$ cat src/rtl/assert_macros.svh
// Assertion macros shared by the text line normalizer RTL.
`ifndef ASSERT_MACROS_SVH
`define ASSERT_MACROS_SVH

// Property checked at every rising edge outside of reset.
`define TLNZ_ASSERT(lbl, clk_s, rstn_s, prop, msg) \
  lbl: assert property (@(posedge clk_s) disable iff (!rstn_s) (prop)) else $error(msg);

// Same-cycle implication checked at every rising edge outside of reset.
`define TLNZ_ASSERT_IMPL(lbl, clk_s, rstn_s, ante, cons, msg) \
  lbl: assert property (@(posedge clk_s) disable iff (!rstn_s) (ante) |-> (cons)) \
    else $error(msg);

`endif

$ cat src/rtl/tlnz_pkg.sv
// Shared constants and types of the text line normalizer.
`default_nettype none

package tlnz_pkg;

  // Input operation codes.
  localparam logic [1:0] OP_BYTE  = 2'd0;
  localparam logic [1:0] OP_EOL   = 2'd1;
  localparam logic [1:0] OP_BATCH = 2'd2;

  // Result kinds.
  localparam logic KIND_DATA = 1'b0;
  localparam logic KIND_EOL  = 1'b1;

  // Configuration register indexes.
  localparam int unsigned CFG_IDX_W = 2;
  localparam logic [CFG_IDX_W-1:0] CFG_LINE_COUNT = 2'd0;
  localparam logic [CFG_IDX_W-1:0] CFG_LINE_BYTES = 2'd1;
  localparam logic [CFG_IDX_W-1:0] CFG_TOTAL_BYTES = 2'd2;

  // Field and counter widths.
  localparam int unsigned LCL_W = 16;
  localparam int unsigned LBL_W = 16;
  localparam int unsigned TBL_W = 20;
  localparam int unsigned POS_W = 17;
  localparam int unsigned CFG_DATA_W = 20;

  // Register reset values.
  localparam logic [LCL_W-1:0] LCL_RESET = 16'd64;
  localparam logic [LBL_W-1:0] LBL_RESET = 16'd256;
  localparam logic [TBL_W-1:0] TBL_RESET = 20'd4096;

  // Character constants.
  localparam logic [7:0] SPACE_CHAR = 8'h20;
  localparam logic [7:0] DEL_CHAR   = 8'h7F;
  localparam logic [7:0] CONT_MASK  = 8'hC0;
  localparam logic [7:0] CONT_TAG   = 8'h80;

  localparam logic [POS_W-1:0] POS_MAX = 17'h1FFFF;

  // Trailing result of a queue entry: a space byte or an end of line marker.
  typedef struct packed {
    logic valid;
    logic kind;
    logic malformed;
  } tlnz_tail_t;

endpackage

`default_nettype wire

$ cat src/rtl/tlnz_front.sv
// Front end: accepts input items, tracks line state and builds result requests.
`default_nettype none

module tlnz_front #(
  parameter int unsigned GROUP_MAX = 4,
  localparam int unsigned CNT_W = $clog2(GROUP_MAX + 1),
  localparam int unsigned IDX_W = $clog2(GROUP_MAX)
) (
  input  wire logic                                  clk,
  input  wire logic                                  rst_n,
  // Input item channel.
  input  wire logic                                  in_valid,
  input  wire logic [1:0]                            in_op,
  input  wire logic [7:0]                            in_byte,
  output logic                                       in_ready,
  // Configuration write channel.
  input  wire logic                                  cfg_valid,
  input  wire logic [tlnz_pkg::CFG_IDX_W-1:0]        cfg_index,
  input  wire logic [tlnz_pkg::CFG_DATA_W-1:0]       cfg_data,
  output logic                                       cfg_ready,
  // Request toward the queue.
  output logic                                       push_valid,
  input  wire logic                                  push_ready,
  output logic [GROUP_MAX-1:0][7:0]                  push_bytes,
  output logic [CNT_W-1:0]                           push_n,
  output tlnz_pkg::tlnz_tail_t                       push_tail
);

  // Configuration registers.
  logic [tlnz_pkg::LCL_W-1:0] lcl_r;
  logic [tlnz_pkg::LBL_W-1:0] lbl_r;
  logic [tlnz_pkg::TBL_W-1:0] tbl_r;

  // Line and batch state.
  logic [GROUP_MAX-1:0][7:0]  grp_r, grp_nxt;
  logic [CNT_W-1:0]           hc_r, hc_nxt;
  logic [tlnz_pkg::POS_W-1:0] hs_r, hs_nxt;
  logic [tlnz_pkg::POS_W-1:0] lp_r, lp_nxt;
  logic                       sp_r, sp_nxt;
  logic [tlnz_pkg::LBL_W-1:0] cap_r, cap_nxt;
  logic                       capv_r, capv_nxt;
  logic                       eil_r, eil_nxt;
  logic [tlnz_pkg::LCL_W-1:0] lines_r, lines_nxt;
  logic [tlnz_pkg::TBL_W-1:0] bytes_r, bytes_nxt;
  logic                       stop_r, stop_nxt;
  logic                       mal_r, mal_nxt;

  logic                       accept;
  logic                       is_cont;
  logic                       fit1, fit2;
  logic [tlnz_pkg::POS_W-1:0] lp_inc, lp_inc2;
  logic                       stop_now;
  logic [tlnz_pkg::TBL_W-1:0] rem;
  logic [tlnz_pkg::LBL_W-1:0] cap_new;
  logic [CNT_W-1:0]           emit_n;
  logic                       emit_space;
  tlnz_pkg::tlnz_tail_t       tail;

  assign in_ready  = push_ready;
  assign cfg_ready = 1'b1;
  assign accept    = in_valid && in_ready;

  // Byte class and fit tests against the fixed cap of the current line.
  assign is_cont = (in_byte & tlnz_pkg::CONT_MASK) == tlnz_pkg::CONT_TAG;
  assign fit1    = (hc_r != '0) &&
                   (({1'b0, hs_r} + 18'(hc_r)) <= {2'b00, cap_r});
  assign fit2    = ({1'b0, lp_r} + 18'd1) <= {2'b00, cap_r};
  assign lp_inc  = (lp_r == tlnz_pkg::POS_MAX) ? lp_r : lp_r + 1'b1;
  assign lp_inc2 = (lp_inc == tlnz_pkg::POS_MAX) ? lp_inc : lp_inc + 1'b1;

  // Batch stop test and line cap, applied at the first item of a line.
  assign stop_now = stop_r || (lcl_r == '0) || (lbl_r == '0) || (tbl_r == '0) ||
                    (lines_r >= lcl_r) || (bytes_r >= tbl_r);
  assign rem      = tbl_r - bytes_r;
  assign cap_new  = stop_now ? '0 :
                    ((tlnz_pkg::TBL_W'(lbl_r) < rem) ? lbl_r : rem[tlnz_pkg::LBL_W-1:0]);

  // Next state and the request built from one item.
  always_comb begin
    grp_nxt    = grp_r;
    hc_nxt     = hc_r;
    hs_nxt     = hs_r;
    lp_nxt     = lp_r;
    sp_nxt     = sp_r;
    cap_nxt    = cap_r;
    capv_nxt   = capv_r;
    eil_nxt    = eil_r;
    lines_nxt  = lines_r;
    stop_nxt   = stop_r;
    mal_nxt    = mal_r;
    emit_n     = '0;
    emit_space = 1'b0;
    tail       = '0;
    case (in_op)
      tlnz_pkg::OP_BYTE: begin
        if (!capv_r) begin
          capv_nxt = 1'b1;
          stop_nxt = stop_now;
          cap_nxt  = cap_new;
        end
        if (in_byte == tlnz_pkg::DEL_CHAR) begin
          // Dropped byte.
        end else if (in_byte <= tlnz_pkg::SPACE_CHAR) begin
          sp_nxt = lp_r != '0;
        end else if (sp_r) begin
          // Pending space goes out alone, or is held with a continuation byte.
          emit_n = fit1 ? hc_r : '0;
          sp_nxt = 1'b0;
          if (is_cont) begin
            grp_nxt[0] = tlnz_pkg::SPACE_CHAR;
            grp_nxt[1] = in_byte;
            hc_nxt     = CNT_W'(2);
            hs_nxt     = lp_r;
            lp_nxt     = lp_inc2;
          end else begin
            emit_space = fit2;
            grp_nxt[0] = in_byte;
            hc_nxt     = CNT_W'(1);
            hs_nxt     = lp_inc;
            lp_nxt     = lp_inc2;
          end
          if (fit1 || (fit2 && !is_cont)) begin
            eil_nxt = 1'b1;
          end
          tail.valid = emit_space;
          tail.kind  = tlnz_pkg::KIND_DATA;
        end else if (is_cont && (hc_r != '0)) begin
          // Continuation byte joins the held character, if there is room.
          if (hc_r < CNT_W'(GROUP_MAX)) begin
            grp_nxt[hc_r[IDX_W-1:0]] = in_byte;
            hc_nxt = hc_r + 1'b1;
            lp_nxt = lp_inc;
          end else begin
            mal_nxt = 1'b1;
          end
        end else begin
          // New character: the held one goes out if it fits.
          emit_n     = fit1 ? hc_r : '0;
          eil_nxt    = eil_r || fit1;
          grp_nxt[0] = in_byte;
          hc_nxt     = CNT_W'(1);
          hs_nxt     = lp_r;
          lp_nxt     = lp_inc;
        end
      end
      tlnz_pkg::OP_EOL: begin
        if (!capv_r) begin
          stop_nxt = stop_now;
        end
        emit_n = fit1 ? hc_r : '0;
        if (eil_r || fit1) begin
          tail.valid     = 1'b1;
          tail.kind      = tlnz_pkg::KIND_EOL;
          tail.malformed = mal_r;
          lines_nxt      = lines_r + 1'b1;
        end
        hc_nxt   = '0;
        hs_nxt   = '0;
        lp_nxt   = '0;
        sp_nxt   = 1'b0;
        cap_nxt  = '0;
        capv_nxt = 1'b0;
        eil_nxt  = 1'b0;
        mal_nxt  = 1'b0;
      end
      tlnz_pkg::OP_BATCH: begin
        hc_nxt    = '0;
        hs_nxt    = '0;
        lp_nxt    = '0;
        sp_nxt    = 1'b0;
        cap_nxt   = '0;
        capv_nxt  = 1'b0;
        eil_nxt   = 1'b0;
        mal_nxt   = 1'b0;
        lines_nxt = '0;
        stop_nxt  = 1'b0;
      end
      default: begin
        // Unused code: no effect.
      end
    endcase
  end

  // Byte budget tracking.
  always_comb begin
    if (in_op == tlnz_pkg::OP_BATCH) begin
      bytes_nxt = '0;
    end else begin
      bytes_nxt = bytes_r + tlnz_pkg::TBL_W'(emit_n) + tlnz_pkg::TBL_W'(emit_space);
    end
  end

  // Request toward the queue; the bytes are the held character before update.
  assign push_valid = accept && ((emit_n != '0) || tail.valid);
  assign push_bytes = grp_r;
  assign push_n     = emit_n;
  assign push_tail  = tail;

  // Configuration registers.
  always_ff @(posedge clk) begin
    if (!rst_n) begin
      lcl_r <= tlnz_pkg::LCL_RESET;
      lbl_r <= tlnz_pkg::LBL_RESET;
      tbl_r <= tlnz_pkg::TBL_RESET;
    end else if (cfg_valid && cfg_ready) begin
      case (cfg_index)
        tlnz_pkg::CFG_LINE_COUNT:  lcl_r <= cfg_data[tlnz_pkg::LCL_W-1:0];
        tlnz_pkg::CFG_LINE_BYTES:  lbl_r <= cfg_data[tlnz_pkg::LBL_W-1:0];
        tlnz_pkg::CFG_TOTAL_BYTES: tbl_r <= cfg_data[tlnz_pkg::TBL_W-1:0];
        default: begin
        end
      endcase
    end
  end

  // Held character bytes carry no reset.
  always_ff @(posedge clk) begin
    if (accept) begin
      grp_r <= grp_nxt;
    end
  end

  // Line and batch state registers.
  always_ff @(posedge clk) begin
    if (!rst_n) begin
      hc_r    <= '0;
      hs_r    <= '0;
      lp_r    <= '0;
      sp_r    <= 1'b0;
      cap_r   <= '0;
      capv_r  <= 1'b0;
      eil_r   <= 1'b0;
      lines_r <= '0;
      bytes_r <= '0;
      stop_r  <= 1'b0;
      mal_r   <= 1'b0;
    end else if (accept) begin
      hc_r    <= hc_nxt;
      hs_r    <= hs_nxt;
      lp_r    <= lp_nxt;
      sp_r    <= sp_nxt;
      cap_r   <= cap_nxt;
      capv_r  <= capv_nxt;
      eil_r   <= eil_nxt;
      lines_r <= lines_nxt;
      bytes_r <= bytes_nxt;
      stop_r  <= stop_nxt;
      mal_r   <= mal_nxt;
    end
  end

`include "assert_macros.svh"

  // A line whose cap is not yet fixed holds no character, so flushes never
  // need the cap that is computed in the same cycle.
  `TLNZ_ASSERT_IMPL(a_open_line_empty, clk, rst_n, !capv_r, hc_r == '0, "held bytes before line cap")
  `TLNZ_ASSERT_IMPL(a_stopped_cap_zero, clk, rst_n, capv_r && stop_r, cap_r == '0, "stopped batch with nonzero cap")
  `TLNZ_ASSERT(a_held_count_range, clk, rst_n, hc_r <= CNT_W'(GROUP_MAX), "held count beyond group buffer")

endmodule

`default_nettype wire

$ cat src/rtl/tlnz_queue.sv
// Small register queue of result requests between front and back end.
`default_nettype none

module tlnz_queue #(
  parameter int unsigned WIDTH = 40,
  parameter int unsigned DEPTH = 4,
  localparam int unsigned PTR_W = (DEPTH > 1) ? $clog2(DEPTH) : 1,
  localparam int unsigned CNT_W = $clog2(DEPTH + 1)
) (
  input  wire logic             clk,
  input  wire logic             rst_n,
  input  wire logic             push_valid,
  output logic                  push_ready,
  input  wire logic [WIDTH-1:0] push_data,
  output logic                  pop_valid,
  input  wire logic             pop,
  output logic [WIDTH-1:0]      pop_data
);

  logic [WIDTH-1:0] mem_r [DEPTH];
  logic [PTR_W-1:0] wr_ptr_r, rd_ptr_r;
  logic [CNT_W-1:0] count_r;
  logic             do_push, do_pop;

  assign push_ready = count_r != CNT_W'(DEPTH);
  assign pop_valid  = count_r != '0;
  assign pop_data   = mem_r[rd_ptr_r];
  assign do_push    = push_valid && push_ready;
  assign do_pop     = pop && pop_valid;

  // Entry storage.
  always_ff @(posedge clk) begin
    if (do_push) begin
      mem_r[wr_ptr_r] <= push_data;
    end
  end

  // Pointers and fill count.
  always_ff @(posedge clk) begin
    if (!rst_n) begin
      wr_ptr_r <= '0;
      rd_ptr_r <= '0;
      count_r  <= '0;
    end else begin
      if (do_push) begin
        wr_ptr_r <= (wr_ptr_r == PTR_W'(DEPTH - 1)) ? '0 : wr_ptr_r + 1'b1;
      end
      if (do_pop) begin
        rd_ptr_r <= (rd_ptr_r == PTR_W'(DEPTH - 1)) ? '0 : rd_ptr_r + 1'b1;
      end
      if (do_push && !do_pop) begin
        count_r <= count_r + 1'b1;
      end else if (do_pop && !do_push) begin
        count_r <= count_r - 1'b1;
      end
    end
  end

`include "assert_macros.svh"

  `TLNZ_ASSERT(a_count_range, clk, rst_n, count_r <= CNT_W'(DEPTH), "queue count overflow")

endmodule

`default_nettype wire

$ cat src/rtl/tlnz_back.sv
// Back end: expands queued requests into single results in an output register.
`default_nettype none

module tlnz_back #(
  parameter int unsigned GROUP_MAX = 4,
  localparam int unsigned CNT_W = $clog2(GROUP_MAX + 1),
  localparam int unsigned IDX_W = $clog2(GROUP_MAX)
) (
  input  wire logic                     clk,
  input  wire logic                     rst_n,
  // Head of the queue.
  input  wire logic                     q_valid,
  input  wire logic [GROUP_MAX-1:0][7:0] q_bytes,
  input  wire logic [CNT_W-1:0]         q_n,
  input  wire tlnz_pkg::tlnz_tail_t     q_tail,
  output logic                          q_pop,
  // Result channel.
  output logic                          out_valid,
  input  wire logic                     out_ready,
  output logic [7:0]                    out_byte,
  output logic                          out_kind,
  output logic                          out_malformed,
  output logic                          out_last
);

  logic [CNT_W-1:0] pos_r;
  logic             out_valid_r;
  logic [7:0]       out_byte_r;
  logic             out_kind_r, out_mal_r, out_last_r;

  logic             load;
  logic             is_byte;
  logic             sel_last;
  logic [7:0]       sel_byte;
  logic             sel_kind, sel_mal;

  // Result at the current position of the head entry.
  assign is_byte  = pos_r < q_n;
  assign sel_last = is_byte ? ((pos_r == (q_n - 1'b1)) && !q_tail.valid) : 1'b1;
  always_comb begin
    if (is_byte) begin
      sel_byte = q_bytes[pos_r[IDX_W-1:0]];
      sel_kind = tlnz_pkg::KIND_DATA;
      sel_mal  = 1'b0;
    end else if (q_tail.kind == tlnz_pkg::KIND_EOL) begin
      sel_byte = 8'h00;
      sel_kind = tlnz_pkg::KIND_EOL;
      sel_mal  = q_tail.malformed;
    end else begin
      sel_byte = tlnz_pkg::SPACE_CHAR;
      sel_kind = tlnz_pkg::KIND_DATA;
      sel_mal  = 1'b0;
    end
  end

  // The output register takes a new result when empty or being drained.
  assign load  = q_valid && (!out_valid_r || out_ready);
  assign q_pop = load && sel_last;

  always_ff @(posedge clk) begin
    if (load) begin
      out_byte_r <= sel_byte;
      out_kind_r <= sel_kind;
      out_mal_r  <= sel_mal;
      out_last_r <= sel_last;
    end
  end

  always_ff @(posedge clk) begin
    if (!rst_n) begin
      out_valid_r <= 1'b0;
      pos_r       <= '0;
    end else begin
      if (load) begin
        out_valid_r <= 1'b1;
        pos_r       <= sel_last ? '0 : pos_r + 1'b1;
      end else if (out_ready) begin
        out_valid_r <= 1'b0;
      end
    end
  end

  assign out_valid     = out_valid_r;
  assign out_byte      = out_byte_r;
  assign out_kind      = out_kind_r;
  assign out_malformed = out_mal_r;
  assign out_last      = out_last_r;

`include "assert_macros.svh"

  // Part way through an entry, that entry must still sit at the queue head.
  `TLNZ_ASSERT_IMPL(a_mid_entry_head, clk, rst_n, pos_r != '0, q_valid, "entry left queue early")

endmodule

`default_nettype wire

$ cat src/rtl/text_line_normalizer_top.sv
// Top level of the text line normalizer.
//
// Text line normalizer: takes one input request per cycle (text byte, end of
// line or start of batch) while the request queue between the front end and
// the back end has room, and gives normalized bytes and end of line markers
// on a stream output, one result per cycle while out_tready is high and
// requests are queued. An accepted request with results goes into the queue and
// is then loaded into the back end output register. A request that causes k
// results (at most GROUP_MAX + 1) keeps the back end busy until all k are out;
// the QUEUE_DEPTH entry queue absorbs such bursts, so new requests are taken
// while earlier ones are still expanded, until it is full. Configuration
// writes are always taken and must be made while the block is idle.
`default_nettype none

module text_line_normalizer_top #(
  parameter int unsigned GROUP_MAX   = 4,
  parameter int unsigned QUEUE_DEPTH = 4
) (
  input  wire logic                                clk,
  input  wire logic                                rst_n,
  // Input stream.
  input  wire logic                                in_tvalid,
  output logic                                     in_tready,
  input  wire logic [7:0]                          in_tdata,   // [7:0] byte_value
  input  wire logic [1:0]                          in_tuser,   // [1:0] op
  // Result stream.
  output logic                                     out_tvalid,
  input  wire logic                                out_tready,
  output logic [7:0]                               out_tdata,  // [7:0] out_byte
  output logic [1:0]                               out_tuser,  // [0] kind, [1] malformed
  output logic                                     out_tlast,
  // Configuration writes.
  input  wire logic                                cfg_valid,
  output logic                                     cfg_ready,
  input  wire logic [tlnz_pkg::CFG_IDX_W-1:0]      cfg_index,
  input  wire logic [tlnz_pkg::CFG_DATA_W-1:0]     cfg_data
);

  localparam int unsigned CNT_W  = $clog2(GROUP_MAX + 1);
  localparam int unsigned TAIL_W = $bits(tlnz_pkg::tlnz_tail_t);
  localparam int unsigned Q_W    = GROUP_MAX * 8 + CNT_W + TAIL_W;

  logic                      push_valid, push_ready;
  logic [GROUP_MAX-1:0][7:0] push_bytes;
  logic [CNT_W-1:0]          push_n;
  tlnz_pkg::tlnz_tail_t      push_tail;

  logic                      q_valid, q_pop;
  logic [Q_W-1:0]            q_data;
  logic [GROUP_MAX-1:0][7:0] q_bytes;
  logic [CNT_W-1:0]          q_n;
  tlnz_pkg::tlnz_tail_t      q_tail;

  logic                      out_kind, out_mal;

  // Front end: line state and request building.
  tlnz_front #(
    .GROUP_MAX(GROUP_MAX)
  ) u_front (
    .clk        (clk),
    .rst_n      (rst_n),
    .in_valid   (in_tvalid),
    .in_op      (in_tuser),
    .in_byte    (in_tdata),
    .in_ready   (in_tready),
    .cfg_valid  (cfg_valid),
    .cfg_index  (cfg_index),
    .cfg_data   (cfg_data),
    .cfg_ready  (cfg_ready),
    .push_valid (push_valid),
    .push_ready (push_ready),
    .push_bytes (push_bytes),
    .push_n     (push_n),
    .push_tail  (push_tail)
  );

  // Request queue.
  tlnz_queue #(
    .WIDTH(Q_W),
    .DEPTH(QUEUE_DEPTH)
  ) u_queue (
    .clk        (clk),
    .rst_n      (rst_n),
    .push_valid (push_valid),
    .push_ready (push_ready),
    .push_data  ({push_tail, push_n, push_bytes}),
    .pop_valid  (q_valid),
    .pop        (q_pop),
    .pop_data   (q_data)
  );

  assign {q_tail, q_n, q_bytes} = q_data;

  // Back end: one result per cycle into the output register while it is empty or being drained.
  tlnz_back #(
    .GROUP_MAX(GROUP_MAX)
  ) u_back (
    .clk           (clk),
    .rst_n         (rst_n),
    .q_valid       (q_valid),
    .q_bytes       (q_bytes),
    .q_n           (q_n),
    .q_tail        (q_tail),
    .q_pop         (q_pop),
    .out_valid     (out_tvalid),
    .out_ready     (out_tready),
    .out_byte      (out_tdata),
    .out_kind      (out_kind),
    .out_malformed (out_mal),
    .out_last      (out_tlast)
  );

  assign out_tuser = {out_mal, out_kind};

endmodule

`default_nettype wire

$ cat config.mk
export PLATFORM = sky130hd
export DESIGN_NAME = text_line_normalizer_top
export DESIGN_NICKNAME = d
export VERILOG_FILES = /design/src/rtl/tlnz_pkg.sv /design/src/rtl/tlnz_front.sv /design/src/rtl/tlnz_queue.sv /design/src/rtl/tlnz_back.sv /design/src/rtl/text_line_normalizer_top.sv
export VERILOG_INCLUDE_DIRS = /design/src /design/src/rtl
export SDC_FILE = /design/constraint.sdc
export NUM_CORES = 1
export LEC_CHECK = 0
export BUFFER_PORTS_ARGS = -buffer_cell sky130_fd_sc_hd__clkbuf_2
export CAP_MARGIN = 15
export CORE_AREA = 2 2 184 186
export CTS_CLUSTER_DIAMETER = 80
export DETAILED_ROUTE_END_ITERATION = 7
export DIE_AREA = 0 0 186 188
export PLACE_DENSITY = 0.83
export SETUP_SLACK_MARGIN = 0.15
export SLEW_MARGIN = 25
export SYNTH_ARGS = -nofsm -noshare
export SYNTH_HDL_FRONTEND = slang
export SYNTH_HIERARCHICAL = 1
export SYNTH_SLANG_ARGS = --single-unit
$ cat constraint.sdc
create_clock -name clk -period 5.44 [get_ports clk]
set_clock_uncertainty 0.15 [all_clocks]
set_input_delay 1.088 -clock clk [delete_from_list [all_inputs] [get_ports clk]]
set_output_delay 1.088 -clock clk [all_outputs]
set_load 0.01 [all_outputs]
==> results of run 1 <==
-- logic make-up (layout without fill, tap and decap cells) --
kind of cell / Yosys count / in the layout / synth area share [%]
XOR/XNOR: 98 / 98 / 4.83
adder cells (fa/ha/maj): 118 / 118 / 8.12
other: 1 / 1 / 0.0201
buffers and inverters: 185 / 261 / 4.32
flip-flops: 354 / 354 / 48.5
AO/OA/AOI/OAI: 348 / 348 / 11.5
AND/OR/NAND/NOR: 624 / 624 / 16.6
multiplexers: 56 / 56 / 6.10
-- flip-flops by register name, summed over array words and instances (netlist names), 2 cells and up, named ones only --
| signal | flops |
|---|---|
| u_front/bytes_r | 20 |
| u_queue/wr_ptr_r | 2 |
| u_front/lines_r | 16 |
| u_queue/mem_r | 152 |
| u_back/out_byte | 8 |
| u_front/tbl_r | 20 |
| u_queue/rd_ptr_r | 2 |
| u_front/lbl_r | 16 |
| u_back/pos_r | 3 |
| u_front/hs_r | 17 |
| u_front/lp_r | 17 |
| u_front/hc_r | 3 |
| u_front/cap_r | 16 |
| u_front/push_bytes | 32 |
| u_queue/count_r | 3 |
| u_front/lcl_r | 16 |
-- worst max-delay path, delay by kind of cell, from the launching register on --
| family | cells | cell delay (ns) |
|---|---|---|
| AOI/OAI and AO/OA | 12 | 2.20 |
| adders and majority gates | 4 | 1.10 |
| and+or+nand+nor | 4 | 0.84 |
| DFF | 1 | 0.37 |
| xor gates and xnor gates | 2 | 0.28 |
| buffers and inverters | 1 | 0.06 |
-- final cells by class --
type / instances / share of cell area, %
Tap cell: 448 / 2.70
Inverter: 96 / 1.74
Multi-Input combinational cell: 1245 / 42.7
Clock inverter: 24 / 1.29
Timing Repair Buffer: 95 / 3.08
Sequential cell: 354 / 43.6
Clock buffer: 46 / 4.92
-- worst paths after layout --
check              startpoint            endpoint  cells past startpoint
max           u_front/hc_r[1]  u_queue/count_r[2]                     23
min          u_front/cap_r[2]    u_front/cap_r[2]                      2
max reg2reg   u_front/hc_r[1]  u_queue/count_r[2]                     23
min reg2reg  u_front/cap_r[2]    u_front/cap_r[2]                      2
-- report_power, final --
group          internal [uW]  switching (uW)  leakage [uW]  total (uW)
clock network           1550            1080      0.000627        2630
registers               2830            26.2       0.00304        2860
logic                    182             312       0.00372         494
-- metal layers --
layer,vias to the layer above,GRT usage [%],routed length [um]
met5,-,0,0
met4,0,11.3,1910
met3,136,3.71,2480
met2,528,48.6,24000
met1,6806,31.7,18000
li1,6565,-,-
-- placed cells by master, fill, tap and decap left out, types with 11 or more instances in the layout --
| cell type | n |
|---|---|
| a21o_1 | 20 |
| a21oi_1 | 140 |
| a31oi_1 | 13 |
| and2_1 | 20 |
| and3_1 | 12 |
| buf_4 | 42 |
| clkbuf_16 | 39 |
| clkbuf_2 | 49 |
| dfxtp_1 | 155 |
| edfxtp_1 | 195 |
| ha_1 | 112 |
| inv_1 | 95 |
| mux4_2 | 46 |
| nand2_1 | 196 |
| nand2b_1 | 12 |
| nand3_1 | 50 |
| nand4_1 | 30 |
| nor2_1 | 127 |
| nor2b_1 | 33 |
| nor3_1 | 41 |
| nor4_1 | 23 |
| o211ai_1 | 11 |
| o21a_1 | 14 |
| o21ai_0 | 69 |
| or3_1 | 20 |
| xnor2_1 | 66 |
| xor2_1 | 29 |
-- through the flow --
step	cells	setup slack (ns)	power, uW	util (%)	instance area, sq um
after floorplan	1784	0.156	3250	-	18600
after global placement	2234	0.269	3380	58.5	19400
after detailed placement	2234	0.0740	3390	58.5	19400
after CTS	2304	0.218	6000	62.5	20700
after global routing	2308	0.173	6180	62.7	20800
final	2308	0.358	5990	62.7	20800
-- repair_timing --
item / in CTS / in global routing
resized for setup: 3 / 17
buffers inserted: 0 / 4
hold endpoints to repair: 0 / 0
setup endpoints to repair: 9 / 17
pin swaps: 0 / 5
==> summary.txt, run 1 <==
Timing
  – Worst-Margin Slew: 0.914 ns
  – Fin Hold WS: 0.309 ns
  – Final worst path period share: 93.4%
  – Post-layout min period: 5.08 ns
  – Setup violators final: 0
  – Unrepaired setup endpoints after global routing: no
  – Fmax: 0.197 GHz
  – Slew headroom: 39.0%
  – Setup TNS: 0 ns
  – Final hold vios: 0
  – Final Max Tran Viols: 0

Yosys
  – Syn Inst Count: 1,784
  – Distinct cells, synth: 93
  – Syn Nets: 1,939
  – Synth top cells by count: nand2_1 (197), edfxtp_1 (195), dfxtp_1 (159)
  – Top-count cell post-synth: nand2_1
  – Mean post-synth cell area: 10.4 sq um
  – Yosys warnings: 6
  – Number of flops mapped to enable cells by yosys: 195
  – Async set-reset flop share out of synthesis: 0%
  – Synth Register Bits: 354
  – Synth area leader: edfxtp_1
  – Post-Syn Area: 0.0186 sq mm
  – Main synth FF type: edfxtp_1
  – Largest cells by area after synthesis: edfxtp_1 (31%), dfxtp_1 (17%), ha_1 (7.6%), mux4_2 (5.6%), nand2_1 (4.0%)
  – Top-area cell type share of the netlist area: 31.4%
  – Sequential share of the synthesized area: 48.5%

Route
  – DRT Pass-1 Iters: 6
  – DRC errors left: 0
  – Via count: 14.0k
  – Routed wire length per instance: 20.1 um
  – DRT Wirelength: 46.4 mm
  – Remaining antenna violation count after routing: 0
  – 1st-iter DRT viols: 1,295
  – Via density: 6.08

Placed design
  – Dpl hpwl: 32.4 mm
  – Placer congestion estimate: 0.930
  – Port Buffers: 49

Clock tree
  – CTS buffer count: 38
  – Root buf cell: clkbuf_16
  – Reg clk slew, reported paths: 0.06 ns
  – Clock latency on the worst-skew pair: 0.54 ns
  – TritonCTS Sinks: 354
  – CTS tree: yes
  – Hold buffers post-CTS: 0
  – Max Buffers Root-to-Sink: 3
  – # H-tree levels: 2

Worst setup path
  – Largest stage delay, worst path: 0.41 ns
  – Setup CP Type: reg -> reg
  – Worst Path Arrival: 5.40 ns
  – Worst Path Required: 5.76 ns
  – Crit end category: flop
  – R2R setup slack: 0.36 ns
  – Worst path slowest cell: or3_2
  – Worst path cell trace: ha_1, a21o_1, a21oi_2, nor2_1, nand2_1, xnor2_1, ha_1, a21o_1, a21o_1, a21oi_1, o21ai_0, a211o_1, a21oi_4, o21a_1, o31ai_1, a31oi_1, and2_4, ha_1, inv_1, fa_1, xor2_1, or3_2, a21boi_1
  – CP max FO: 7
  – Crit start category: flop

Global routing
  – Vias in the first global route: 14.0k
  – Largest net degree at the start of global routing: 84
  – Antenna violations before repair: 0
  – Global-route wire length before repair: 73.7 mm
  – All-layer global routing usage: 26.9%
  – Overflow after GRT: 0

Finish
  – Nets@finish: 1,985
  – Seq. cell area: 0.00905 sq mm
  – Area growth syn-to-layout: 11.4%
  – Multi-input gate area: 0.00887 sq mm
  – Ant diodes: 0
  – Ratio of cells with drive above 1 in the final layout: 14.1%
  – Fill count: 2,524

Pwr
  – Pleak: 0.00739 uW
  – Power Density: 288 mW/mm^2
  – Max VDD drop: 243 uV

Die
  – Core area: 0.0331 sq mm
  – Die area: 0.0350 sq mm
  – # rows: 67
  – Die Span Y: 188 um
  – Starting Density: 56.3%
  – Die W: 186 um
  – Number of top-level pins: 51

Outcome
  – Outcome: complete, no violations

Run
  – Max Cap Violations: 0

Min path
  – Worst Hold Class: reg -> reg
Power figures use the tool's default switching activity.
==> inputs of run 2 (changes only) <==
--- a/config.mk
+++ b/config.mk
@@ -9,8 +9,8 @@
 export BUFFER_PORTS_ARGS = -buffer_cell sky130_fd_sc_hd__clkbuf_2
 export CAP_MARGIN = 15
-export CORE_AREA = 2 2 184 186
+export CORE_AREA = 2 2 180 182
 export CTS_CLUSTER_DIAMETER = 80
 export DETAILED_ROUTE_END_ITERATION = 7
-export DIE_AREA = 0 0 186 188
+export DIE_AREA = 0 0 182 184
 export PLACE_DENSITY = 0.83
 export SETUP_SLACK_MARGIN = 0.15
==> constraint.sdc (replaced) <==
create_clock -name clk -period 5.61 [get_ports clk]
set_clock_uncertainty 0.15 [all_clocks]
set_input_delay 1.122 -clock clk [delete_from_list [all_inputs] [get_ports clk]]
set_output_delay 1.122 -clock clk [all_outputs]
set_load 0.05 [all_outputs]
==> summary.txt, run 2 (synthesis gave the netlist of run 1 again) <==
Die
  – Die Span Y: 184 um (was 188 um)
  – Core area: 0.0314 sq mm (was 0.0331 sq mm)
  – Number of top-level pins: 51 (unchanged)
  – # rows: 65 (was 67)
  – Starting Density: 59.4% (was 56.3%)
  – Die W: 182 um (was 186 um)
  – Die area: 0.0335 sq mm (was 0.0350 sq mm)

Worst setup path
  – Worst Path Arrival: 5.52 ns (was 5.40 ns)
  – R2R setup slack: 0.38 ns (was 0.36 ns)
  – Worst Path Required: 5.91 ns (was 5.76 ns)
  – Setup CP Type: reg -> reg (unchanged)
  – RR Startpoint: u_front/hc_r[0] (was u_front/hc_r[1])
  – RR Endpoint: u_queue/count_r[2] (unchanged)
  – Crit start category: flop (unchanged)
  – R2R cell count: 24 (was 23)
  – CP max FO: 5 (was 7)
  – Crit end category: flop (unchanged)

Placed design
  – Placer congestion estimate: 0.912 (was 0.930)
  – Placed instance area: 0.0193 sq mm (was 0.0194 sq mm)
  – Port Buffers: 49 (unchanged)
  – DP Worst Slack: 0.159 ns (was 0.0740 ns)
  – Dpl hpwl: 32.0 mm (was 32.4 mm)

Clock tree
  – Root buf cell: clkbuf_16 (unchanged)
  – Clock latency on the worst-skew pair: 0.55 ns (was 0.54 ns)
  – CTS buffer count: 38 (unchanged)
  – TritonCTS Sinks: 354 (unchanged)
  – Reg clk slew, reported paths: 0.06 ns (about the same)
  – CTS tree: yes (unchanged)
  – Max Buffers Root-to-Sink: 3 (unchanged)
  – Hold buffers post-CTS: 0 (unchanged)
  – # H-tree levels: 2 (unchanged)

Run
  – Max Cap Violations: 0 (unchanged)

Route
  – DRT Pass-1 Iters: 6 (unchanged)
  – Via density: 6.24 (was 6.08)
  – Remaining antenna violation count after routing: 0 (unchanged)
  – 1st-iter DRT viols: 1,419 (was 1,295)
  – Met2 wire length: 22.8 mm (was 24.0 mm)
  – Wire length on met3: 2.66 mm (was 2.48 mm)
  – Max layer used: met5 (was met4)
  – Routed wire length per instance: 20.5 um (was 20.1 um)
  – DRT Wirelength: 46.3 mm (was 46.4 mm)
  – Post-Route M1 WL: 18.8 mm (was 18.0 mm)
  – Via count: 14.1k (was 14.0k)
  – DRC errors left: 0 (unchanged)

Finish
  – Nets@finish: 1,976 (was 1,985)
  – Ratio of cells with drive above 1 in the final layout: 13.2% (was 14.1%)
  – Max reg flops: 152 (unchanged)
  – Fin area: 0.0207 sq mm (was 0.0208 sq mm)
  – Largest reg by FF count: u_queue/mem_r (unchanged)
  – Commonest non-fill, non-tap cells in the layout: nand2_1 (197), edfxtp_1 (195), dfxtp_1 (155) (was nand2_1 (196), edfxtp_1 (195), dfxtp_1 (155))
  – Most common cell after layout, fill and taps aside: nand2_1 (unchanged)
  – Area growth syn-to-layout: 11.0% (was 11.4%)

Global routing
  – Largest net degree at the start of global routing: 46 (was 84)
  – All-layer global routing usage: 27.8% (was 26.9%)
  – Overflow after GRT: 0 (unchanged)
  – Antenna violations before repair: 5 (was 0)
  – Vias in the first global route: 13.8k (was 14.0k)
  – Global-route wire length before repair: 73.5 mm (was 73.7 mm)

Min path
  – Worst Hold Class: reg -> reg (unchanged)
  – Hold wc startpoint: u_front/cap_r[13] (was u_front/cap_r[2])
  – Hold path depth: 2 (unchanged)
  – Hold Path End: u_front/cap_r[13] (was u_front/cap_r[2])

Timing
  – Worst-Margin Slew: 1.05 ns (was 0.914 ns)
  – Final Max Tran Viols: 0 (unchanged)
  – Unrepaired setup endpoints after global routing: yes (was no)
  – Setup ws final: 0.382 ns (was 0.358 ns)
  – Setup violators final: 0 (unchanged)
  – Post-layout min period: 5.23 ns (was 5.08 ns)
  – Final worst path period share: 93.2% (was 93.4%)
  – Slew headroom: 29.7% (was 39.0%)
  – Fmax: 0.191 GHz (was 0.197 GHz)
  – Setup TNS: 0 ns (unchanged)
  – Final hold vios: 0 (unchanged)

Pwr
  – Max VDD drop: 247 uV (was 243 uV)
  – Pleak: 0.00737 uW (was 0.00739 uW)
  – Power Density: 286 mW/mm^2 (was 288 mW/mm^2)
  – Final Power: 5910 uW (was 5990 uW)

Outcome
  – Outcome: complete, no violations (unchanged)
[run 2: worst max-delay path by stage]
stage	startpoint	endpoint	slack [ns]	cells past startpoint
6_report	u_front/hc_r[0]	u_queue/count_r[2]	0.38	24
5_1_grt	u_front/hc_r[0]	u_queue/count_r[2]	0.08	24
4_1_cts	u_front/lp_r[3]	u_queue/count_r[2]	0.19	20
3_5_place_dp	u_front/hc_r[0]	u_queue/count_r[2]	0.16	24
3_3_place_gp	u_front/hc_r[0]	u_queue/count_r[2]	0.33	24
2_1_floorplan	u_front/hc_r[0]	u_queue/count_r[2]	0.20	25
[run 2: layout make-up]
class,count,area [sq um]
Inverter,96,360
Antenna cell,3,7.51
Timing Repair Buffer,86,586
Tap cell,402,503
Clock buffer,51,1070
Multi-Input combinational cell,1245,8850
Clock inverter,18,268
Sequential cell,354,9040
Fill cell,2364,10700
[run 2: critical path: stages, from the launching register on]
cell and delay (ns):
dfxtp_1 0.33, ha_1 0.16, inv_1 0.05, fa_1 0.40
nor2b_1 0.15, nor2_1 0.07, or2_2 0.33, nor2_2 0.15
xor2_1 0.17, ha_1 0.25, nor2b_1 0.13, o21ai_0 0.14
a21oi_1 0.08, a211o_1 0.27, a21oi_4 0.23, o21a_1 0.20
o31ai_1 0.08, a31oi_1 0.18, and2_4 0.20, ha_1 0.18
inv_1 0.06, fa_1 0.37, xor2_1 0.16, or3_2 0.40
a21boi_0 0.20
[run 2: layer usage]
metal / vias up / track usage [%]
met5: - / 0
met4: 4 / 12.9
met3: 143 / 3.65
met2: 550 / 48.5
met1: 6817 / 34.6
li1: 6555 / -
[run 2: timing repair]
action,CTS,global route
endpoints found under the setup margin,1,14
resized for setup,1,8
setup buffers,0,3
pin swaps,0,3
[run 2: per-stage QoR]
step                instances  hold WS (ns)  utilization [%]
floorplan                1784         0.275                -
global placement         2180         0.284             61.4
detailed placement       2180         0.294             61.4
CTS                      2249         0.307             65.7
global route             2255         0.332             65.9
finish                   2255         0.304             65.9
[run 2: power by group]
group	internal [uW]	total [uW]	switching, uW
Sequential	2750	2780	31.3
Combinational	173	484	311
Clock	1590	2650	1060
Total	4510	5910	1400
